[src/sv/rpg_pkg.sv]
// Shared constants for the rectangle pixel generator.
// Holds the configuration register indexes and fixed field widths; no dependencies.
package rpg_pkg;

  // Configuration port geometry.
  localparam int CFG_INDEX_BITS = 3;
  localparam int CFG_DATA_BITS  = 32;

  // Pen thickness is a fixed 8-bit field.
  localparam int THICK_BITS = 8;

  typedef logic [CFG_INDEX_BITS-1:0] cfg_index_t;
  typedef logic [THICK_BITS-1:0]     thick_t;

  // Register indexes in the order of the register map.
  localparam cfg_index_t REG_CORNER_A_X  = 3'd0;
  localparam cfg_index_t REG_CORNER_A_Y  = 3'd1;
  localparam cfg_index_t REG_CORNER_B_X  = 3'd2;
  localparam cfg_index_t REG_CORNER_B_Y  = 3'd3;
  localparam cfg_index_t REG_SHAPE_COLOR = 3'd4;
  localparam cfg_index_t REG_PEN_WIDTH   = 3'd5;
  localparam cfg_index_t REG_FILL_ENABLE = 3'd6;

  // Reset pen width and the thickness used for interior pixels.
  localparam thick_t PEN_RESET      = 8'd1;
  localparam thick_t FILL_THICKNESS = 8'd1;

endpackage

[src/sv/rpg_channels.sv]
// Valid/ready channel interfaces of the rectangle pixel generator.
// Depends on rpg_pkg for the thickness width.
interface rpg_cmd_if;
  logic valid;
  logic ready;
  logic restart;

  modport source (output valid, output restart, input ready);
  modport sink   (input valid, input restart, output ready);
endinterface

interface rpg_pixel_if #(
  parameter int COORD_BITS = 12,
  parameter int COLOR_BITS = 32
);
  logic                        valid;
  logic                        ready;
  logic [COORD_BITS-1:0]       pixel_x;
  logic [COORD_BITS-1:0]       pixel_y;
  logic [COLOR_BITS-1:0]       pixel_color;
  logic [rpg_pkg::THICK_BITS-1:0] pixel_thickness;
  logic                        last_pixel;

  modport source (output valid, output pixel_x, output pixel_y, output pixel_color,
                  output pixel_thickness, output last_pixel, input ready);
  modport sink   (input valid, input pixel_x, input pixel_y, input pixel_color,
                  input pixel_thickness, input last_pixel, output ready);
endinterface

[src/sv/rpg_cfg.sv]
// Configuration registers of the rectangle pixel generator, with corner ordering.
// Depends on rpg_pkg for register indexes and port widths.
module rpg_cfg #(
  parameter int COORD_BITS = 12,
  parameter int COLOR_BITS = 32
) (
  input  logic                               clk,
  input  logic                               rst,
  input  logic                               cfg_we,
  input  logic [rpg_pkg::CFG_INDEX_BITS-1:0] cfg_index,
  input  logic [rpg_pkg::CFG_DATA_BITS-1:0]  cfg_data,
  output logic [COORD_BITS-1:0]              xmin,
  output logic [COORD_BITS-1:0]              xmax,
  output logic [COORD_BITS-1:0]              ymin,
  output logic [COORD_BITS-1:0]              ymax,
  output logic [COLOR_BITS-1:0]              color,
  output logic [rpg_pkg::THICK_BITS-1:0]     pen,
  output logic                               fill
);

  logic [COORD_BITS-1:0] corner_a_x;
  logic [COORD_BITS-1:0] corner_a_y;
  logic [COORD_BITS-1:0] corner_b_x;
  logic [COORD_BITS-1:0] corner_b_y;

  always_ff @(posedge clk) begin
    if (rst) begin
      corner_a_x <= '0;
      corner_a_y <= '0;
      corner_b_x <= '0;
      corner_b_y <= '0;
      color      <= '0;
      pen        <= rpg_pkg::PEN_RESET;
      fill       <= 1'b0;
    end else if (cfg_we) begin
      unique case (cfg_index)
        rpg_pkg::REG_CORNER_A_X:  corner_a_x <= cfg_data[COORD_BITS-1:0];
        rpg_pkg::REG_CORNER_A_Y:  corner_a_y <= cfg_data[COORD_BITS-1:0];
        rpg_pkg::REG_CORNER_B_X:  corner_b_x <= cfg_data[COORD_BITS-1:0];
        rpg_pkg::REG_CORNER_B_Y:  corner_b_y <= cfg_data[COORD_BITS-1:0];
        rpg_pkg::REG_SHAPE_COLOR: color      <= cfg_data[COLOR_BITS-1:0];
        rpg_pkg::REG_PEN_WIDTH:   pen        <= cfg_data[rpg_pkg::THICK_BITS-1:0];
        rpg_pkg::REG_FILL_ENABLE: fill       <= cfg_data[0];
        default: ;
      endcase
    end
  end

  // Order the two corners so the sequencer always walks upward.
  assign xmin = (corner_a_x < corner_b_x) ? corner_a_x : corner_b_x;
  assign xmax = (corner_a_x < corner_b_x) ? corner_b_x : corner_a_x;
  assign ymin = (corner_a_y < corner_b_y) ? corner_a_y : corner_b_y;
  assign ymax = (corner_a_y < corner_b_y) ? corner_b_y : corner_a_y;

endmodule

[src/sv/rpg_seq.sv]
// Drawing sequencer: phase, column, row and pair counters that pick the next pixel.
// Depends on rpg_pkg for the thickness width and the fill thickness.
module rpg_seq #(
  parameter int COORD_BITS = 12
) (
  input  logic                           clk,
  input  logic                           rst,
  input  logic                           step,
  input  logic                           restart,
  input  logic [COORD_BITS-1:0]          xmin,
  input  logic [COORD_BITS-1:0]          xmax,
  input  logic [COORD_BITS-1:0]          ymin,
  input  logic [COORD_BITS-1:0]          ymax,
  input  logic [rpg_pkg::THICK_BITS-1:0] pen,
  input  logic                           fill,
  output logic                           emit,
  output logic [COORD_BITS-1:0]          px,
  output logic [COORD_BITS-1:0]          py,
  output logic [rpg_pkg::THICK_BITS-1:0] thick,
  output logic                           last
);

  localparam logic [1:0] PH_TB   = 2'd0;
  localparam logic [1:0] PH_LR   = 2'd1;
  localparam logic [1:0] PH_FILL = 2'd2;
  localparam logic [1:0] PH_DONE = 2'd3;

  logic [1:0]            phase;
  logic [1:0]            phase_next;
  logic [COORD_BITS-1:0] column;
  logic [COORD_BITS-1:0] column_next;
  logic [COORD_BITS-1:0] row;
  logic [COORD_BITS-1:0] row_next;
  logic                  second;
  logic                  second_next;

  logic [1:0]            ph;
  logic [COORD_BITS-1:0] col;
  logic [COORD_BITS-1:0] rw;
  logic                  sec;
  logic                  has_interior;
  logic                  row_end;
  logic                  col_end;

  // Interior exists only when both spans are at least two.
  assign has_interior = ((xmax - xmin) >= COORD_BITS'(2)) && ((ymax - ymin) >= COORD_BITS'(2));

  always_comb begin
    ph  = phase;
    col = column;
    rw  = row;
    sec = second;
    if (restart) begin
      ph  = PH_TB;
      col = xmin;
      rw  = '0;
      sec = 1'b0;
    end
    // Fill end tests, done one bit wider so that the increment cannot wrap.
    row_end     = ({1'b0, rw} + (COORD_BITS+1)'(1)) >= {1'b0, ymax};
    col_end     = ({1'b0, col} + (COORD_BITS+1)'(1)) >= {1'b0, xmax};
    emit        = (ph != PH_DONE);
    px          = col;
    py          = rw;
    thick       = pen;
    phase_next  = ph;
    column_next = col;
    row_next    = rw;
    second_next = sec;
    unique case (ph)
      PH_TB: begin
        py = sec ? ymax : ymin;
        second_next = ~sec;
        if (sec) begin
          if (col >= xmax) begin
            phase_next = PH_LR;
            row_next   = ymin;
          end else begin
            column_next = col + COORD_BITS'(1);
          end
        end
      end
      PH_LR: begin
        px = sec ? xmax : xmin;
        second_next = ~sec;
        if (sec) begin
          if (rw >= ymax) begin
            if (fill && has_interior) begin
              phase_next  = PH_FILL;
              column_next = xmin + COORD_BITS'(1);
              row_next    = ymin + COORD_BITS'(1);
            end else begin
              phase_next = PH_DONE;
            end
          end else begin
            row_next = rw + COORD_BITS'(1);
          end
        end
      end
      PH_FILL: begin
        thick = rpg_pkg::FILL_THICKNESS;
        if (row_end) begin
          if (col_end) begin
            phase_next = PH_DONE;
          end else begin
            column_next = col + COORD_BITS'(1);
            row_next    = ymin + COORD_BITS'(1);
          end
        end else begin
          row_next = rw + COORD_BITS'(1);
        end
      end
      default: ;
    endcase
    last = (phase_next == PH_DONE);
  end

  always_ff @(posedge clk) begin
    if (rst) begin
      phase  <= PH_DONE;
      column <= '0;
      row    <= '0;
      second <= 1'b0;
    end else if (step) begin
      phase  <= phase_next;
      column <= column_next;
      row    <= row_next;
      second <= second_next;
    end
  end

endmodule

[src/sv/rectangle_pixel_generator.sv]
// Rectangle pixel generator top level: configuration, sequencer and output register.
// Depends on rpg_pkg, rpg_channels (rpg_cmd_if, rpg_pixel_if), rpg_cfg and rpg_seq.
//
// Usage: software writes the two corners, the color, the pen width and the fill
// flag through the write port (cfg_we, cfg_index, cfg_data) while the block is idle.
// Each transfer on the cmd channel is one tick: restart = 1 starts a drawing and
// yields its first pixel, restart = 0 yields the next one. A tick either produces
// exactly one transfer on the pixel channel or, once the drawing is finished,
// nothing at all. The outline comes first (top and bottom per column, then left and
// right per row), then the interior when fill is on; last_pixel marks the end.
// The pixel for a tick is registered and is valid in the cycle after the cmd
// transfer. Throughput is one tick per cycle while the receiver does not stall,
// set by the sequencer counters stepping straight into the output register.
// Reset leaves the drawing finished, so advance ticks produce nothing until a
// restart; configuration returns to its reset values (pen width 1, all else 0).
// When the receiver stalls, the pending pixel is held in the output register and
// cmd.ready drops, so no tick is taken until that pixel has been transferred.
module rectangle_pixel_generator #(
  parameter int COORD_BITS = 12,
  parameter int COLOR_BITS = 32
) (
  input  logic                               clk,
  input  logic                               rst,
  rpg_cmd_if.sink                            cmd,
  rpg_pixel_if.source                        pixel,
  input  logic                               cfg_we,
  input  logic [rpg_pkg::CFG_INDEX_BITS-1:0] cfg_index,
  input  logic [rpg_pkg::CFG_DATA_BITS-1:0]  cfg_data
);

  logic [COORD_BITS-1:0]          xmin;
  logic [COORD_BITS-1:0]          xmax;
  logic [COORD_BITS-1:0]          ymin;
  logic [COORD_BITS-1:0]          ymax;
  logic [COLOR_BITS-1:0]          color;
  logic [rpg_pkg::THICK_BITS-1:0] pen;
  logic                           fill;

  logic                           step;
  logic                           emit;
  logic [COORD_BITS-1:0]          px;
  logic [COORD_BITS-1:0]          py;
  logic [rpg_pkg::THICK_BITS-1:0] thick;
  logic                           last;

  logic                           out_valid;

  rpg_cfg #(
    .COORD_BITS (COORD_BITS),
    .COLOR_BITS (COLOR_BITS)
  ) u_cfg (
    .clk       (clk),
    .rst       (rst),
    .cfg_we    (cfg_we),
    .cfg_index (cfg_index),
    .cfg_data  (cfg_data),
    .xmin      (xmin),
    .xmax      (xmax),
    .ymin      (ymin),
    .ymax      (ymax),
    .color     (color),
    .pen       (pen),
    .fill      (fill)
  );

  // A tick is taken whenever the output register is empty or is being drained
  // in this same cycle, so back-to-back ticks flow at full rate.
  assign cmd.ready = ~out_valid | pixel.ready;
  assign step      = cmd.valid & cmd.ready;

  rpg_seq #(
    .COORD_BITS (COORD_BITS)
  ) u_seq (
    .clk     (clk),
    .rst     (rst),
    .step    (step),
    .restart (cmd.restart),
    .xmin    (xmin),
    .xmax    (xmax),
    .ymin    (ymin),
    .ymax    (ymax),
    .pen     (pen),
    .fill    (fill),
    .emit    (emit),
    .px      (px),
    .py      (py),
    .thick   (thick),
    .last    (last)
  );

  // Output register. A tick after the end of the drawing leaves it empty.
  always_ff @(posedge clk) begin
    if (rst) begin
      out_valid <= 1'b0;
    end else if (step) begin
      out_valid <= emit;
    end else if (pixel.ready) begin
      out_valid <= 1'b0;
    end
  end

  always_ff @(posedge clk) begin
    if (step && emit) begin
      pixel.pixel_x         <= px;
      pixel.pixel_y         <= py;
      pixel.pixel_color     <= color;
      pixel.pixel_thickness <= thick;
      pixel.last_pixel      <= last;
    end
  end

  assign pixel.valid = out_valid;

endmodule

[src/flat_wrapper.sv]
// flat-port wrapper written by rule: the top's interface ports become plain ports
module rectangle_pixel_generator_flat 
#(
  parameter int COORD_BITS = 12,
  parameter int COLOR_BITS = 32
)
  (clk, rst, cfg_we, cfg_index, cfg_data, cmd_valid, cmd_restart, cmd_ready, pixel_valid, pixel_pixel_x, pixel_pixel_y, pixel_pixel_color, pixel_pixel_thickness, pixel_last_pixel, pixel_ready);
  rpg_cmd_if cmd_i ();
  rpg_pixel_if #(.COORD_BITS(COORD_BITS), .COLOR_BITS(COLOR_BITS)) pixel_i ();
  input  logic clk;
  input  logic rst;
  input  logic cfg_we;
  input  logic [rpg_pkg::CFG_INDEX_BITS-1:0] cfg_index;
  input  logic [rpg_pkg::CFG_DATA_BITS-1:0] cfg_data;
  input wire logic [$bits(cmd_i.valid)-1:0] cmd_valid;
  input wire logic [$bits(cmd_i.restart)-1:0] cmd_restart;
  output wire logic [$bits(cmd_i.ready)-1:0] cmd_ready;
  output wire logic [$bits(pixel_i.valid)-1:0] pixel_valid;
  output wire logic [$bits(pixel_i.pixel_x)-1:0] pixel_pixel_x;
  output wire logic [$bits(pixel_i.pixel_y)-1:0] pixel_pixel_y;
  output wire logic [$bits(pixel_i.pixel_color)-1:0] pixel_pixel_color;
  output wire logic [$bits(pixel_i.pixel_thickness)-1:0] pixel_pixel_thickness;
  output wire logic [$bits(pixel_i.last_pixel)-1:0] pixel_last_pixel;
  input wire logic [$bits(pixel_i.ready)-1:0] pixel_ready;
  assign cmd_i.valid = cmd_valid;
  assign cmd_i.restart = cmd_restart;
  assign cmd_ready = cmd_i.ready;
  assign pixel_valid = pixel_i.valid;
  assign pixel_pixel_x = pixel_i.pixel_x;
  assign pixel_pixel_y = pixel_i.pixel_y;
  assign pixel_pixel_color = pixel_i.pixel_color;
  assign pixel_pixel_thickness = pixel_i.pixel_thickness;
  assign pixel_last_pixel = pixel_i.last_pixel;
  assign pixel_i.ready = pixel_ready;
  rectangle_pixel_generator #(.COORD_BITS(COORD_BITS), .COLOR_BITS(COLOR_BITS)) u_core (.clk(clk), .rst(rst), .cmd(cmd_i), .pixel(pixel_i), .cfg_we(cfg_we), .cfg_index(cfg_index), .cfg_data(cfg_data));
endmodule
[config.mk]
export PLATFORM = sky130hd
export DESIGN_NAME = rectangle_pixel_generator_flat
export DESIGN_NICKNAME = d
export VERILOG_FILES = /design/src/sv/rpg_pkg.sv /design/src/sv/rpg_channels.sv /design/src/sv/rpg_cfg.sv /design/src/sv/rpg_seq.sv /design/src/sv/rectangle_pixel_generator.sv /design/src/flat_wrapper.sv
export SDC_FILE = /design/constraint.sdc
export NUM_CORES = 1
export LEC_CHECK = 0
export BUFFER_PORTS_ARGS = -buffer_cell sky130_fd_sc_hd__clkbuf_2
export CAP_MARGIN = 20
export CORE_ASPECT_RATIO = 0.5
export CORE_MARGIN = 4
export CORE_UTILIZATION = 40
export CTS_CLUSTER_SIZE = 20
export DETAILED_ROUTE_END_ITERATION = 7
export HOLD_SLACK_MARGIN = 0.08
export PLACE_DENSITY = 0.54
export SLEW_MARGIN = 20
export SYNTH_ARGS = -nofsm -noshare
export SYNTH_HDL_FRONTEND = slang
export SYNTH_SLANG_ARGS = --single-unit
[constraint.sdc]
create_clock -name clk -period 7.15 [get_ports clk]
set_clock_uncertainty 0.1 [all_clocks]
set_input_delay 0.715 -clock clk [delete_from_list [all_inputs] [get_ports clk]]
set_output_delay 0.715 -clock clk [all_outputs]
set_load 0.005 [all_outputs]
==> impl_metrics.py <==
metrics = {
    "cts": {
        "htree_num_levels": 4,
        "cts_tree": "yes",
        "numCtsBuffers": 17,
        "clkLatencyLatePin_ns": 0.47,
        "post_cts_resized": 0,
        "cts_sinks": 182,
        "hold_buffers": 0,
        "clk_pin_slew_worst_paths_ns": 0.08,
        "cts_root_buf": "clkbuf_16",
        "clockBufferDepth": 2,
        "cts_setup_buffers": 0,
    },
    "critical_path": {
        "cp-end-kind": "register",
        "critPathMaxFanout": 9,
        "cp.required_ns": 7.42,
        "cp_data_arrival_time_ns": 6.86,
        "crit_type": "reg -> reg",
        "startpoint_type": "register",
    },
    "status": {
        "status": "finished, final reports clean",
    },
    "finish": {
        "multi_input_area_um2": 7950,
        "regArea_um2": 4290,
        "syn_to_final_growth_pct": 12.6,
        "drive_gt1_share_pct": 12.9,
        "nFillCells": 3074,
        "n_antenna_cell": 0,
        "post-route-util_pct": 46.7,
        "layout.nets": 1836,
    },
    "floorplan": {
        "rows": 45,
        "core_area_um2": 30900,
        "fp.dieH_um": 135,
        "dieWidth_um": 261,
        "die_area_um2": 35100,
        "start_util_pct": 41.4,
        "ios": 108,
    },
    "synth": {
        "synth.avg_cell_area_um2": 7.80,
        "yosysWarnings": 0,
        "synth-edff-count": 65,
        "synthCells": 1642,
        "syn_area_um2": 12800,
        "async_reset_ff_share_pct": 0,
        "synthFlopType": "dfxtp_1",
        "ys_ff_latch": 182,
        "ys_types": 85,
        "syn-num-nets": 1761,
        "ys_seq_area_share_pct": 33.5,
    },
    "timing": {
        "max_freq_mhz": 152,
        "fin_crit_sh_pct": 92.2,
        "final.setup.tns_ns": 0,
        "worstMarginPinSlew_ns": 1.06,
        "period_minus_slack_ns": 6.59,
        "rsz0062_at_grt": "false",
        "setup_violations": 0,
        "slew_violations": 0,
        "maxSlewHeadroom_pct": 28.7,
        "finalHoldViolCount": 0,
    },
    "global_routing": {
        "grt_pass1_wl_um": 69600,
        "antenna_found_initial": 0,
        "grt_usage_pct": 25.2,
        "gr-total-overflow": 0,
        "grt_pass1_vias": 11996,
        "grt_max_degree": 90,
    },
    "placed_design": {
        "dp_hpwl_um": 32900,
        "portBuffers": 107,
        "place.gp.congestion": 0.951,
    },
    "routing": {
        "vias": 12654,
        "initialDrtViolationCount": 1209,
        "ant_nets": 0,
        "vias_per_cell": 5.88,
        "wl_um": 44600,
        "dr.pass1.iters": 7,
        "drc": 0,
        "avgRoutedWirePerCell_um": 20.7,
    },
    "min_path": {
        "min_path_type": "reg -> reg",
    },
    "power": {
        "pwr_density_cell_nw_per_um2": 204,
        "p_leak_nw": 5.45,
        "irDropWorstVdd_v": 0.000161,
    },
    "run": {
        "max_cap_viol_count": 0,
    },
}
cells in the mapped netlist (22+ instances only):
cell      instances  area, um2
a21oi_1         183        916
a31oi_1          23        144
clkbuf_1         70        263
dfxtp_1         117       2340
edfxtp_1         65       1950
ha_1             78        976
inv_1            49        184
mux2i_1          27        270
nand2_1         292       1100
nand3_1          53        265
nor2_1          140        526
nor2b_1          29        181
nor3_1           30        150
o21ai_0          86        430
xnor2_1          34        298
xor2_1           22        193
report_power, final:
part / internal, mW / switching (mW)
Clock: 0.469 / 0.490
Sequential: 1.13 / 0.0330
Combinational: 0.286 / 0.546
worst max-delay path: stages (launching register included):
cell and delay [ns]:
dfxtp_1 0.39, inv_1 0.15, ha_1 0.48, nand4_1 0.28, a221oi_4 0.42, nor2_4 0.07
o21ai_0 0.38, mux2_2 0.34, ha_1 0.17, inv_1 0.06, a311oi_1 0.47, nand3_1 0.14
nor2_1 0.20, nand2_1 0.09, xnor2_1 0.15, ha_1 0.21, or4_1 0.50, a21oi_1 0.15
o31ai_1 0.18, or3_1 0.51, o2bb2ai_1 0.36, buf_4 0.25, o21ai_0 0.11, a2bb2oi_1 0.18
o32ai_1 0.14
cells in the final DEF, fill, tap and decap left out, types with 10 or more instances in the layout:
master / n
nand4_1: 14
a21o_1: 19
buf_4: 47
and2_1: 20
a21oi_1: 183
a22oi_1: 15
o21ai_0: 86
edfxtp_1: 65
or3_1: 10
nand3_1: 53
a31oi_1: 23
clkbuf_2: 106
dfxtp_1: 117
and3_1: 15
o22ai_1: 18
inv_1: 49
nand2b_1: 20
nor3_1: 28
mux2i_1: 27
clkbuf_16: 17
ha_1: 78
nor2_1: 140
o31ai_1: 12
xnor2_1: 34
nor2b_1: 29
xor2_1: 22
o21a_1: 13
nand2_1: 292
worst paths after layout:
kind                                                 start                     endpoint  slack [ns]  cells past startpoint
worst min-delay path                 u_core.u_cfg.color[6]  u_core.pixel.pixel_color[6]        0.33                      0
worst max-delay path            u_core.u_cfg.corner_b_x[6]       u_core.u_seq.column[0]        0.56                     24
worst max register to register  u_core.u_cfg.corner_b_x[6]       u_core.u_seq.column[0]        0.56                     24
worst min register to register       u_core.u_cfg.color[6]  u_core.pixel.pixel_color[6]        0.33                      0
registers in the layout, summed over array words and instances, names as in the netlist, 2 cells and up:
name,cells
u_core.u_cfg.corner_b_y,12
u_core.pixel.pixel_thickness,8
u_core.u_cfg.pen,8
u_core.u_cfg.corner_b_x,12
u_core.pixel.pixel_color,32
u_core.u_seq.row,12
u_core.u_seq.phase,2
u_core.pixel.pixel_y,12
u_core.u_cfg.corner_a_x,12
u_core.pixel.pixel_x,12
u_core.u_seq.column,12
u_core.u_cfg.corner_a_y,12
u_core.u_cfg.color,32
area by class of cell:
| class | count | area share (%) |
|---|---|---|
| timing repair buffer | 153 | 6.12 |
| clock buffer | 18 | 2.97 |
| tap | 423 | 3.67 |
| inverter | 51 | 1.34 |
| multi-input combinational | 1312 | 55.1 |
| sequential | 182 | 29.8 |
| clock inverter | 14 | 1.01 |
routing by layer:
metal / track usage, % / wire length [um] / vias up
li1: - / - / 6060
met2: 39.3 / 19900 / 459
met1: 35.1 / 20400 / 6060
met4: 7.88 / 1140 / 0
met5: 0 / 0 / -
met3: 5.55 / 3230 / 75
per-stage QoR:
| step | area [um2] | setup slack (ns) | hold slack (ns) | cells | total power, mW |
|---|---|---|---|---|---|
| final | 14400 | 0.560 | 0.330 | 2153 | 2.95 |
| after detailed placement | 13900 | 0.741 | 0.315 | 2121 | 2.00 |
| after global placement | 13900 | 0.897 | 0.311 | 2121 | 1.99 |
| after CTS | 14400 | 0.696 | 0.329 | 2153 | 2.95 |
| after floorplan | 12800 | 1.09 | 0.308 | 1642 | 1.72 |
| after global routing | 14400 | 0.0449 | 0.336 | 2153 | 3.08 |
logic make-up after synthesis:
family / Yosys count / share of synthesized area, %
flip-flops: 182 / 33.5
multiplexers: 37 / 3.16
AO/OA/AOI/OAI: 487 / 24.2
adder cells (fa/ha/maj): 78 / 7.62
buffers and inverters: 148 / 4.59
XOR/XNOR: 56 / 3.83
AND/OR/NAND/NOR: 654 / 23.1
Note: power is estimated with default switching activity, not from simulation.
